[src/hdl/gcvs_pkg.sv]
`timescale 1ns / 1ps
// gcvs_pkg: shared types, codes and helpers for the gc victim selector
// no dependencies; imported by the divider, datapath, controller and top level

package gcvs_pkg;

    // fixed field widths
    localparam int AREA_W    = 10;
    localparam int TYPE_W    = 2;
    localparam int COUNT32_W = 32;
    localparam int SUM_W     = 64;
    localparam int ACNT_W    = 11;
    localparam int DIRTY_W   = 6;
    localparam int CFG_IDX_W = 2;
    localparam int CFG_DAT_W = 32;
    localparam int MAX_PAGES = 32;

    // area type codes
    localparam logic [TYPE_W-1:0] TYPE_UNSET = 2'd0;
    localparam logic [TYPE_W-1:0] TYPE_DATA  = 2'd1;
    localparam logic [TYPE_W-1:0] TYPE_INDEX = 2'd2;

    // page summary codes
    localparam logic [1:0] PAGE_USED  = 2'd1;
    localparam logic [1:0] PAGE_DIRTY = 2'd2;

    // configuration register indexes
    localparam logic [CFG_IDX_W-1:0] REG_TARGET_TYPE = 2'd0;
    localparam logic [CFG_IDX_W-1:0] REG_OVERALL_DEL = 2'd1;
    localparam logic [CFG_IDX_W-1:0] REG_AREA_COUNT  = 2'd2;

    // result status codes
    localparam logic STATUS_OK       = 1'b0;
    localparam logic STATUS_LOAD_ERR = 1'b1;

    // configuration reset values
    localparam logic [TYPE_W-1:0]    TARGET_RESET = TYPE_DATA;
    localparam logic [ACNT_W-1:0]    ACOUNT_RESET = 11'd1024;

    // controller to datapath commands
    typedef struct packed {
        logic load_item;
        logic eval;
    } gcvs_cmd_t;

    // datapath to controller status
    typedef struct packed {
        logic div_busy;
        logic emit;
    } gcvs_status_t;

    // mask that keeps the codes of the first pages pages
    function automatic logic [SUM_W-1:0] page_mask(input int pages);
        logic [SUM_W-1:0] m;
        m = '0;
        for (int p = 0; p < MAX_PAGES; p++)
        begin
            if (p < pages)
            begin
                m[2*p +: 2] = 2'b11;
            end
        end
        return m;
    endfunction

endpackage

[src/hdl/gcvs_div.sv]
`timescale 1ns / 1ps
// gcvs_div: radix-2 restoring divider for the wear average quotient
// uses gcvs_pkg for widths; one quotient bit per cycle

module gcvs_div
    import gcvs_pkg::*;
(
    input  logic                 clk,
    input  logic                 rst_n,
    input  logic                 start,
    input  logic [COUNT32_W-1:0] dividend,
    input  logic [ACNT_W-1:0]    divisor,
    output logic                 busy,
    output logic [COUNT32_W-1:0] quotient
);

    logic [ACNT_W:0]      rem_reg;
    logic [COUNT32_W-1:0] quo_reg;
    logic [ACNT_W-1:0]    dvs_reg;
    logic [4:0]           cnt_reg;
    logic                 busy_reg;

    logic [ACNT_W:0]      shifted;
    logic                 fits;

    // one restoring step; zero divisor always fits, giving all ones
    assign shifted = {rem_reg[ACNT_W-1:0], quo_reg[COUNT32_W-1]};
    assign fits    = shifted >= {1'b0, dvs_reg};

    always_ff @(posedge clk or negedge rst_n)
    begin
        if (!rst_n)
        begin
            rem_reg  <= '0;
            quo_reg  <= '0;
            dvs_reg  <= '0;
            cnt_reg  <= '0;
            busy_reg <= 1'b0;
        end
        else if (start)
        begin
            rem_reg  <= '0;
            quo_reg  <= dividend;
            dvs_reg  <= divisor;
            cnt_reg  <= '0;
            busy_reg <= 1'b1;
        end
        else if (busy_reg)
        begin
            rem_reg  <= fits ? (shifted - {1'b0, dvs_reg}) : shifted;
            quo_reg  <= {quo_reg[COUNT32_W-2:0], fits};
            cnt_reg  <= cnt_reg + 5'd1;
            if (cnt_reg == 5'd31)
            begin
                busy_reg <= 1'b0;
            end
        end
    end

    assign busy     = busy_reg;
    assign quotient = quo_reg;

endmodule

[src/hdl/gcvs_datapath.sv]
`timescale 1ns / 1ps
// gcvs_datapath: config registers, item registers, page counting, best-area tracking
// uses gcvs_pkg and instantiates gcvs_div

module gcvs_datapath
    import gcvs_pkg::*;
#(
    parameter int PAGES_PER_AREA = 32
)
(
    input  logic                 clk,
    input  logic                 rst_n,
    input  gcvs_cmd_t            cmd,
    output gcvs_status_t         st,
    input  logic                 cfg_we,
    input  logic [CFG_IDX_W-1:0] cfg_index,
    input  logic [CFG_DAT_W-1:0] cfg_data,
    input  logic [AREA_W-1:0]    area_index,
    input  logic                 is_active,
    input  logic [TYPE_W-1:0]    area_type,
    input  logic [COUNT32_W-1:0] erase_count,
    input  logic [SUM_W-1:0]     page_summary,
    input  logic                 summary_written,
    input  logic                 should_clear,
    input  logic                 load_error,
    input  logic                 last_area,
    output logic [AREA_W-1:0]    victim_area,
    output logic                 has_valid_data,
    output logic [SUM_W-1:0]     victim_summary,
    output logic                 status
);

    localparam logic [SUM_W-1:0]   PageMask  = page_mask(PAGES_PER_AREA);
    localparam logic [DIRTY_W-1:0] FullDirty = DIRTY_W'(PAGES_PER_AREA);

    // configuration
    logic [TYPE_W-1:0]    target_reg;
    logic [COUNT32_W-1:0] odel_reg;
    logic [ACNT_W-1:0]    acount_reg;
    logic                 div_start_reg;
    logic                 div_busy;
    logic [COUNT32_W-1:0] quot;

    // item registers
    logic [AREA_W-1:0]    area_reg;
    logic                 active_reg;
    logic [TYPE_W-1:0]    type_reg;
    logic [COUNT32_W-1:0] erases_reg;
    logic [SUM_W-1:0]     summary_reg;
    logic                 written_reg;
    logic                 clear_reg;
    logic                 lerr_reg;
    logic                 last_reg;

    // scan state
    logic [AREA_W-1:0]    best_area_reg,    best_area_next;
    logic [DIRTY_W-1:0]   best_dirty_reg,   best_dirty_next;
    logic [COUNT32_W-1:0] best_erases_reg,  best_erases_next;
    logic                 best_valid_reg,   best_valid_next;
    logic [SUM_W-1:0]     best_summary_reg, best_summary_next;
    logic                 decided_reg,      decided_next;

    // result registers
    logic [AREA_W-1:0]    victim_area_reg;
    logic                 has_valid_reg;
    logic [SUM_W-1:0]     victim_summary_reg;
    logic                 status_reg;

    logic [DIRTY_W-1:0]   dirty;
    logic                 any_used;
    logic                 candidate;
    logic                 wear_ok;
    logic                 update;
    logic                 restart;
    logic                 emit;
    logic [AREA_W-1:0]    e_area;
    logic                 e_valid;
    logic [SUM_W-1:0]     e_sum;
    logic                 e_status;

    // configuration writes; any write restarts the quotient
    always_ff @(posedge clk or negedge rst_n)
    begin
        if (!rst_n)
        begin
            target_reg    <= TARGET_RESET;
            odel_reg      <= '0;
            acount_reg    <= ACOUNT_RESET;
            div_start_reg <= 1'b0;
        end
        else
        begin
            div_start_reg <= cfg_we;
            if (cfg_we)
            begin
                case (cfg_index)
                    REG_TARGET_TYPE: target_reg <= cfg_data[TYPE_W-1:0];
                    REG_OVERALL_DEL: odel_reg   <= cfg_data;
                    REG_AREA_COUNT:  acount_reg <= cfg_data[ACNT_W-1:0];
                    default:         ;
                endcase
            end
        end
    end

    // wear average quotient, recomputed after every config write
    gcvs_div u_div (
        .clk      (clk),
        .rst_n    (rst_n),
        .start    (div_start_reg),
        .dividend (odel_reg),
        .divisor  (acount_reg),
        .busy     (div_busy),
        .quotient (quot)
    );

    // item capture
    always_ff @(posedge clk)
    begin
        if (cmd.load_item)
        begin
            area_reg    <= area_index;
            active_reg  <= is_active;
            type_reg    <= area_type;
            erases_reg  <= erase_count;
            summary_reg <= page_summary & PageMask;
            written_reg <= summary_written;
            clear_reg   <= should_clear;
            lerr_reg    <= load_error;
            last_reg    <= last_area;
        end
    end

    // page counting over the masked summary
    always_comb
    begin
        dirty    = '0;
        any_used = 1'b0;
        for (int p = 0; p < MAX_PAGES; p++)
        begin
            if (summary_reg[2*p +: 2] == PAGE_DIRTY)
            begin
                dirty = dirty + DIRTY_W'(1);
            end
            if (summary_reg[2*p +: 2] == PAGE_USED)
            begin
                any_used = 1'b1;
            end
        end
    end

    assign candidate = !active_reg && (type_reg == TYPE_DATA || type_reg == TYPE_INDEX);
    assign wear_ok   = (odel_reg < {{(COUNT32_W-ACNT_W){1'b0}}, acount_reg})
                       || (erases_reg < quot);

    // decision for the item held in the item registers
    always_comb
    begin
        best_area_next    = best_area_reg;
        best_dirty_next   = best_dirty_reg;
        best_erases_next  = best_erases_reg;
        best_valid_next   = best_valid_reg;
        best_summary_next = best_summary_reg;
        decided_next      = decided_reg;
        update            = 1'b0;
        restart           = 1'b0;
        emit              = 1'b0;
        e_area            = best_area_reg;
        e_valid           = best_valid_reg;
        e_sum             = best_summary_reg;
        e_status          = STATUS_OK;
        if (cmd.eval)
        begin
            if (decided_reg)
            begin
                // wait for the end of the scan
                restart = last_reg;
            end
            else if (candidate && lerr_reg)
            begin
                emit     = 1'b1;
                e_area   = '0;
                e_valid  = 1'b0;
                e_sum    = '0;
                e_status = STATUS_LOAD_ERR;
                restart      = last_reg;
                decided_next = !last_reg;
            end
            else if (candidate && target_reg != TYPE_UNSET && dirty == FullDirty && wear_ok)
            begin
                // fully dirty area ends the scan early
                emit     = 1'b1;
                e_area   = area_reg;
                e_valid  = 1'b0;
                e_sum    = summary_reg;
                e_status = STATUS_OK;
                restart      = last_reg;
                decided_next = !last_reg;
            end
            else
            begin
                if (candidate)
                begin
                    if (target_reg != TYPE_UNSET)
                    begin
                        update = (type_reg == target_reg)
                                 && ((dirty > best_dirty_reg)
                                     || (dirty != '0 && dirty == best_dirty_reg
                                         && (erases_reg < best_erases_reg || written_reg)));
                        if (update)
                        begin
                            best_erases_next = erases_reg;
                        end
                    end
                    else
                    begin
                        update = clear_reg && (dirty >= best_dirty_reg);
                    end
                end
                if (update)
                begin
                    best_area_next    = area_reg;
                    best_dirty_next   = dirty;
                    best_valid_next   = any_used;
                    best_summary_next = summary_reg;
                end
                if (last_reg)
                begin
                    emit     = 1'b1;
                    e_area   = best_area_next;
                    e_valid  = best_valid_next;
                    e_sum    = best_summary_next;
                    e_status = STATUS_OK;
                    restart  = 1'b1;
                end
            end
            if (restart)
            begin
                best_area_next    = '0;
                best_dirty_next   = '0;
                best_erases_next  = '1;
                best_valid_next   = 1'b0;
                best_summary_next = '0;
                decided_next      = 1'b0;
            end
        end
    end

    // scan state
    always_ff @(posedge clk or negedge rst_n)
    begin
        if (!rst_n)
        begin
            best_area_reg   <= '0;
            best_dirty_reg  <= '0;
            best_erases_reg <= '1;
            best_valid_reg  <= 1'b0;
            decided_reg     <= 1'b0;
        end
        else
        begin
            best_area_reg   <= best_area_next;
            best_dirty_reg  <= best_dirty_next;
            best_erases_reg <= best_erases_next;
            best_valid_reg  <= best_valid_next;
            decided_reg     <= decided_next;
        end
    end

    always_ff @(posedge clk)
    begin
        best_summary_reg <= best_summary_next;
    end

    // result beat registers
    always_ff @(posedge clk)
    begin
        if (emit)
        begin
            victim_area_reg    <= e_area;
            has_valid_reg      <= e_valid;
            victim_summary_reg <= e_sum;
            status_reg         <= e_status;
        end
    end

    assign st.div_busy     = div_start_reg || div_busy;
    assign st.emit         = emit;
    assign victim_area     = victim_area_reg;
    assign has_valid_data  = has_valid_reg;
    assign victim_summary  = victim_summary_reg;
    assign status          = status_reg;

endmodule

[src/hdl/gcvs_ctrl.sv]
`timescale 1ns / 1ps
// gcvs_ctrl: controller state machine sequencing capture, evaluation and result beat
// uses gcvs_pkg command and status structs

module gcvs_ctrl
    import gcvs_pkg::*;
(
    input  logic         clk,
    input  logic         rst_n,
    input  logic         in_valid,
    output logic         in_stall,
    output logic         out_valid,
    input  logic         out_stall,
    input  logic         cfg_we,
    output gcvs_cmd_t    cmd,
    input  gcvs_status_t st
);

    typedef enum logic [1:0] {
        S_IDLE,
        S_EVAL,
        S_OUT
    } state_t;

    state_t state_reg;
    logic   out_valid_reg;

    // hold off items while busy or while the quotient is being rebuilt
    assign in_stall      = (state_reg != S_IDLE) || st.div_busy || cfg_we;
    assign cmd.load_item = in_valid && !in_stall;
    assign cmd.eval      = (state_reg == S_EVAL);

    // state and registered result valid
    always_ff @(posedge clk or negedge rst_n)
    begin
        if (!rst_n)
        begin
            state_reg     <= S_IDLE;
            out_valid_reg <= 1'b0;
        end
        else
        begin
            case (state_reg)
                S_IDLE:
                begin
                    if (cmd.load_item)
                    begin
                        state_reg <= S_EVAL;
                    end
                end
                S_EVAL:
                begin
                    if (st.emit)
                    begin
                        state_reg     <= S_OUT;
                        out_valid_reg <= 1'b1;
                    end
                    else
                    begin
                        state_reg <= S_IDLE;
                    end
                end
                S_OUT:
                begin
                    if (!out_stall)
                    begin
                        state_reg     <= S_IDLE;
                        out_valid_reg <= 1'b0;
                    end
                end
                default:
                begin
                    state_reg     <= S_IDLE;
                    out_valid_reg <= 1'b0;
                end
            endcase
        end
    end

    assign out_valid = out_valid_reg;

endmodule

[src/hdl/flash_gc_victim_selector.sv]
`timescale 1ns / 1ps
// Greedy garbage-collection victim selector: one area per input beat, at most one
// result beat per scan. Each area is captured, then evaluated; an area that
// produces a result also holds a result beat, which must be taken before the next
// area is accepted. After any configuration write the input stalls while a
// one-bit-per-cycle divider rebuilds the wear average (overall_deletions /
// area_count). Depends on gcvs_pkg, gcvs_ctrl, gcvs_datapath and gcvs_div.

module flash_gc_victim_selector
    import gcvs_pkg::*;
#(
    parameter int PAGES_PER_AREA = 32
)
(
    input  logic                 clk,
    input  logic                 rst_n,
    // configuration
    input  logic                 cfg_we,
    input  logic [CFG_IDX_W-1:0] cfg_index,
    input  logic [CFG_DAT_W-1:0] cfg_data,
    // area beats
    input  logic                 in_valid,
    output logic                 in_stall,
    input  logic [AREA_W-1:0]    area_index,
    input  logic                 is_active,
    input  logic [TYPE_W-1:0]    area_type,
    input  logic [COUNT32_W-1:0] erase_count,
    input  logic [SUM_W-1:0]     page_summary,
    input  logic                 summary_written,
    input  logic                 should_clear,
    input  logic                 load_error,
    input  logic                 last_area,
    // result beats
    output logic                 out_valid,
    input  logic                 out_stall,
    output logic [AREA_W-1:0]    victim_area,
    output logic                 has_valid_data,
    output logic [SUM_W-1:0]     victim_summary,
    output logic                 status
);

    gcvs_cmd_t    cmd;
    gcvs_status_t st;

    // sequencing
    gcvs_ctrl u_ctrl (
        .clk       (clk),
        .rst_n     (rst_n),
        .in_valid  (in_valid),
        .in_stall  (in_stall),
        .out_valid (out_valid),
        .out_stall (out_stall),
        .cfg_we    (cfg_we),
        .cmd       (cmd),
        .st        (st)
    );

    // selection datapath
    gcvs_datapath #(
        .PAGES_PER_AREA (PAGES_PER_AREA)
    ) u_dp (
        .clk             (clk),
        .rst_n           (rst_n),
        .cmd             (cmd),
        .st              (st),
        .cfg_we          (cfg_we),
        .cfg_index       (cfg_index),
        .cfg_data        (cfg_data),
        .area_index      (area_index),
        .is_active       (is_active),
        .area_type       (area_type),
        .erase_count     (erase_count),
        .page_summary    (page_summary),
        .summary_written (summary_written),
        .should_clear    (should_clear),
        .load_error      (load_error),
        .last_area       (last_area),
        .victim_area     (victim_area),
        .has_valid_data  (has_valid_data),
        .victim_summary  (victim_summary),
        .status          (status)
    );

endmodule

[config.mk]
export PLATFORM = sky130hd
export DESIGN_NAME = flash_gc_victim_selector
export DESIGN_NICKNAME = d
export VERILOG_FILES = /design/src/hdl/gcvs_pkg.sv /design/src/hdl/gcvs_div.sv /design/src/hdl/gcvs_datapath.sv /design/src/hdl/gcvs_ctrl.sv /design/src/hdl/flash_gc_victim_selector.sv
export SDC_FILE = /design/constraint.sdc
export NUM_CORES = 1
export LEC_CHECK = 0
export ABC_AREA = 1
export ABC_CLOCK_PERIOD_IN_PS = 23100
export BUFFER_PORTS_ARGS = -buffer_cell sky130_fd_sc_hd__clkbuf_2
export CAP_MARGIN = 20
export CORE_UTILIZATION = 50
export CTS_BUF_LIST = sky130_fd_sc_hd__clkbuf_16
export CTS_CLUSTER_DIAMETER = 60
export CTS_CLUSTER_SIZE = 40
export DETAILED_ROUTE_END_ITERATION = 16
export GPL_TIMING_DRIVEN = 1
export PLACE_DENSITY = 0.69
export SLEW_MARGIN = 5
export SYNTH_ARGS = -nofsm -noshare
export SYNTH_HDL_FRONTEND = slang
export SYNTH_SLANG_ARGS = --single-unit
[constraint.sdc]
create_clock -name clk -period 23.1 [get_ports clk]
set_input_delay 0 -clock clk [delete_from_list [all_inputs] [get_ports clk]]
set_output_delay 0 -clock clk [all_outputs]
set_load 0.02 [all_outputs]
==> results of run 1 <==
-- what timing repair did --
item | 4_1_cts | 5_1_grt
endpoints found under the setup margin | 0 | 0
endpoints found under the hold margin | 260 | 0
gates resized for setup | 0 | 0
hold buffers | 152 | 0
-- report_power, final --
part,leakage (nW),switching (W),internal (W)
clock,0.625,0.000324,0.000340
sequential,4.21,0.0000295,0.000817
combinational,10.6,0.000134,0.000109
total,15.4,0.000487,0.00127
-- cells by family after synthesis --
family                   after synthesis
AND/OR/NAND/NOR                     1574
buffers and inverters                616
adder cells (fa/ha/maj)              123
flip-flops                           412
XOR/XNOR                              30
AO/OA/AOI/OAI                        493
multiplexers                          21
-- stage by stage --
stage          instance area [um^2]  cells  total power (W)
2_1_floorplan                 27500   3269          0.00102
3_3_place_gp                  28800   4092          0.00107
3_5_place_dp                  28800   4092          0.00108
4_1_cts                       31600   4312          0.00176
5_1_grt                       31600   4316          0.00183
6_report                      31600   4316          0.00175
-- cell usage in the layout (no fill, tap or decap), drive strengths merged, types with 34 or more instances in the layout --
cell and n:
a21oi 202, clkbuf 266, dfrtp 125, dfstp 34
dlygate4sd3 152, edfxtp 253, ha 122, inv 504
nand2 968, nand3 325, nor2 190, o21ai 167
o22ai 50
-- layout make-up --
type,count,share of cell area
timing repair buffer,400,0.0903
tap,696,0.0275
multi-input combinational,2241,0.415
inverter,498,0.0591
clock inverter,30,0.0104
clock buffer,38,0.0301
sequential,412,0.367
antenna,1,0.0000791
-- worst paths after layout --
path | startpoint | endpoint | cells after the start
max reg2reg | u_dp.summary_reg[3] | u_dp.victim_summary[13] | 101
min reg2reg | u_dp.best_erases_reg[30] | u_dp.best_erases_reg[30] | 2
max in group asynchronous | rst_n | u_dp.best_area_reg[9] | 3
max | u_dp.summary_reg[3] | u_dp.victim_summary[13] | 101
min | rst_n | u_dp.u_div.quotient[15] | 2
min in group clk | erase_count[20] | u_dp.erases_reg[20] | 2
-- per-layer routing --
layer,GRT usage,part of all wire,vias to the layer above
li1,-,-,11400
met2,0.418,0.47,567
met3,0.0354,0.056,114
met1,0.317,0.44,10400
met5,0,0,-
met4,0.0885,0.033,0
==> results_dict.tcl, run 1 <==
set metrics [dict create \
    p_leak_nw 15.4 \
    grt_overflow_total 0 \
    slew_violations 0 \
    timing_hold_violations_final 0 \
    synth_top_family_by_area "simple AND/OR/NAND/NOR gates" \
    hold-worst-slack_ns 0.0725 \
    rrSetupSlack_ns 3.43 \
    maxSlewHeadroom 0.259 \
    register_area_um2 11600 \
    critPathMaxFanout 76 \
    timing.final.crit_share 0.852 \
    cp_num_buf_inv 7 \
    portBuffers 229 \
    synth-seq-area-share 0.422 \
    yosysTopAreaCell "edfxtp_1" \
    drt_iter0_markers 1591 \
    finalSetupViolations 0 \
    vias_per_cell 5.22 \
    peakVddDrop_uv 61.7 \
    die_h_um 237 \
    synth_mux_area_frac 0.00860 \
    skew_ns 0.0398 \
    core.rowCount 85 \
    cts.clk_slew.worst_paths_ns 0.08 \
    synth_flop_cell "edfxtp_1" \
    arrival_ns 20.00 \
    area_delta_synth_final_pct 15.0 \
    cp-start-kind "register" \
    synthXorXnorAreaFrac 0.00982 \
    dieArea_um2 56000 \
    layout-drive-gt1-share 0.211 \
    synth-compound-area-share 0.0986 \
    tritoncts "built" \
    finalWorstSetupSlack_ns 3.43 \
    cts_max_level 2 \
    ys_seq_elements 412 \
    fillCellCount 4791 \
    status "finished clean" \
    die_w_um 237 \
    cts_root_buffer "clkbuf_16" \
    grt_antenna_before_repair 1 \
    numCtsBuffers 38 \
    initial_core_util 0.508 \
    post_drt_wl_per_cell_um 15.9 \
    grt_pass1_vias 21700 \
    synth_fa_ha_area_frac 0.0562 \
    routed_wl_mm 68.4 \
    rsz0062_at_grt "false" \
    grt_max_degree 101 \
    yosys.area_share.simple 0.302 \
    io_pins 230 \
    multi_input_area_um2 13100 \
    crit_type "register to register" \
    ys.warnings.count 0 \
    powerDensity_nw_per_um2 55.4 \
    core_um2 54100 \
    ant_nets 0 \
    synth_top_area_share 0.276 \
    slowest_delay_ns 1.07 \
    track_usage 0.245 \
    drc 0 \
    fmax_ghz 0.0508 \
    yosysMostFrequentCell "nand2_1" \
    slowest_stage "nand2_8" \
    crit_top_cell "nand2_1" \
    avgSynthCellArea_um2 8.42 \
    synth-edff-count 253 \
    tns_ns 0 \
    synthCells 3269 \
    finalNetCount 3866 \
    async_flop_share 0.386 \
    cap_violations 0 \
    period_needed_ns 19.67 \
    vias 22500 \
    ys_top_cells_by_count "nand2_1, inv_1, edfxtp_1, nand3_1, a21oi_1" \
    firstDrtPassIters 6 \
    path_delay_family "simple AND/OR/NAND/NOR gates" \
    cts_setup_buffers 0 \
    hold_path.class "input port to asynchronous set/reset pin" \
    worst-slew-pin-transition_ns 1.11 \
    ys_types 65 \
    place_ws_ns 3.51 \
    mappedNetlistArea_um2 27500 \
    end_kind "register" \
    crit_required_ns 23.42 \
    cts_sinks 412 \
    ys_top_cells_by_area "edfxtp_1, dfrtp_1, nand2_1, inv_1, ha_1" \
    ctsLongestPathBuffers 3 \
    fin_util 0.584 \
    insertion_delay_ns 0.60 \
    grt_pass1_wl_mm 110 \
    hpwlAfterDp_mm 44.6 \
    gp_congestion 0.881 \
    synth.net_count 3544 \
]
No activity file was read; power rests on OpenSTA's default activity.
==> inputs of run 2 (changes only) <==
ABC_CLOCK_PERIOD_IN_PS = 19800   (was 23100)
clock period = 19.8 ns   (was 23.1 ns; I/O delays follow)
==> run 2 against run 1 <==
Final area up 0.91%. Worst setup slack worse by 1.9 ns. Sequential share of layout area down 0.33 points. Register-to-register slack worse by 1.9 ns. Clock-buffer cell count unchanged. Highest routed layer unchanged. Combinational power up 17%. Routed wire length up 2.7%.
==> results_dict.tcl, run 2 (synthesis gave the netlist of run 1 again) <==
set metrics [dict create \
    final_area_um2 31900 \
    grt_pass1_wl_mm 111 \
    finalWorstSetupSlack_ns 1.54 \
    grt_max_degree 172 \
    tritoncts "built" \
    crit_required_ns 20.11 \
    die_h_um 237 \
    period_needed_ns 18.26 \
    powerDensity_nw_per_um2 64.8 \
    dieArea_um2 56000 \
    firstDrtPassIters 5 \
    skew_ns 0.0393 \
    place_area_um2 28800 \
    finalSetupViolations 0 \
    insertion_delay_ns 0.59 \
    slew_violations 0 \
    r2r_cells 102 \
    slowest_stage "edfxtp_1" \
    layout-drive-gt1-share 0.214 \
    portBuffers 229 \
    place_ws_ns 0.921 \
    core.rowCount 85 \
    initial_core_util 0.508 \
    post_drt_wl_per_cell_um 16.3 \
    grt_antenna_before_repair 1 \
    r2r_end "u_dp.victim_summary[43]" \
    area_delta_synth_final_pct 16.0 \
    cts_setup_buffers 0 \
    cap_violations 0 \
    core_um2 54100 \
    gp_congestion 0.852 \
    crit_top_cell "nand2_1" \
    rrSetupSlack_ns 1.54 \
    cp-start-kind "register" \
    track_usage 0.245 \
    finalNetCount 3869 \
    status "finished clean" \
    hold_path.class "input port to asynchronous set/reset pin" \
    drc 0 \
    vias_per_cell 5.25 \
    vias 22700 \
    routed_wl_mm 70.3 \
    finalPower_w 0.00207 \
    cts.clk_slew.worst_paths_ns 0.08 \
    io_pins 230 \
    hpwlAfterDp_mm 45.1 \
    r2r_start "u_dp.summary_reg[3]" \
    arrival_ns 18.57 \
    critPathMaxFanout 15 \
    maxSlewHeadroom 0.228 \
    final_cell_mix "nand2_1, inv_1, edfxtp_1" \
    fmax_ghz 0.0548 \
    slowest_delay_ns 0.40 \
    grt_overflow_total 0 \
    ant_nets 0 \
    drt_iter0_markers 1506 \
    timing.final.crit_share 0.922 \
    grt_pass1_vias 21700 \
    timing_hold_violations_final 0 \
    peakVddDrop_uv 89.7 \
    layout_commonest_cell "nand2_1" \
    cts_sinks 412 \
    ctsLongestPathBuffers 3 \
    numCtsBuffers 37 \
    end_kind "register" \
    crit_type "register to register" \
    tns_ns 0 \
    cts_root_buffer "clkbuf_16" \
    cts_max_level 2 \
    die_w_um 237 \
    p_leak_nw 15.5 \
    worst-slew-pin-transition_ns 1.16 \
]
==> run 2: changes by cell type in the layout (fill, tap and decap cells not counted), moves of 2 or more <==
cell        before  now
buf_16           1    5
buf_12           1    3
inv_6            6    2
clkinv_1         9    6
o21ai_1         62   64
clkinvlp_4       1    5
buf_4           16   11
bufinv_16        2    5
o21ai_0        101   99
clkbuf_16       38   41
==> run 2: area by class of cell <==
| type | count | area [um^2] |
|---|---|---|
| antenna | 1 | 2.50 |
| clock buffer | 38 | 951 |
| clock inverter | 30 | 393 |
| fill | 4671 | 22200 |
| inverter | 498 | 1870 |
| multi-input combinational | 2243 | 13200 |
| sequential | 412 | 11600 |
| tap | 696 | 871 |
| timing repair buffer | 402 | 3020 |
==> run 2: report_power, final <==
part,total (W),internal (W),leakage [nW],switching (W)
sequential,0.000988,0.000953,4.21,0.0000345
combinational,0.000284,0.000128,10.6,0.000156
clock,0.000796,0.000432,0.640,0.000364
==> run 2: how the worst max path moves through the flow <==
stage                                     to  slack (ns)           startpoint
global route         u_dp.victim_summary[48]       -0.03  u_dp.summary_reg[2]
global placement     u_dp.victim_summary[29]        1.56  u_dp.summary_reg[3]
detailed placement   u_dp.victim_summary[47]        0.92  u_dp.summary_reg[3]
finish               u_dp.victim_summary[43]        1.54  u_dp.summary_reg[3]
floorplan           u_dp.best_summary_reg[0]        2.13  u_dp.summary_reg[3]
CTS                  u_dp.victim_summary[47]        0.81  u_dp.summary_reg[3]
==> run 2: timing repair <==
action | CTS | global route
hold buffers | 151 | 0
gates resized for setup | 0 | 18
hold endpoints to repair | 244 | 0
setup endpoints to repair | 0 | 219
==> run 2: through the flow <==
stage,hold WS [ns],instances,utilization
after global placement,0.114,4093,0.532
final,0.0367,4320,0.590
after detailed placement,0.114,4093,0.532
after global routing,0.0904,4320,0.590
after floorplan,-0.296,3269,-
after CTS,0.0407,4312,0.585
==> run 2: worst max-delay path: cells and delay by family, from the launching register on <==
kind / cells / cell delay (ns)
and+or+nand+nor: 48 / 7.58
adders and majority gates: 19 / 5.26
AOI/OAI and AO/OA: 18 / 3.23
buffers and inverters: 8 / 0.75
xor gates and xnor gates: 9 / 0.72
DFF: 1 / 0.40
==> run 2: per-layer routing <==
metal  wire length [um]  vias up  GRT usage
met5                  0        -          0
met2              33700      646      0.421
li1                   -    11400          -
met1              30800    10500      0.316
met3               3760      110     0.0368
met4               1990        0     0.0830
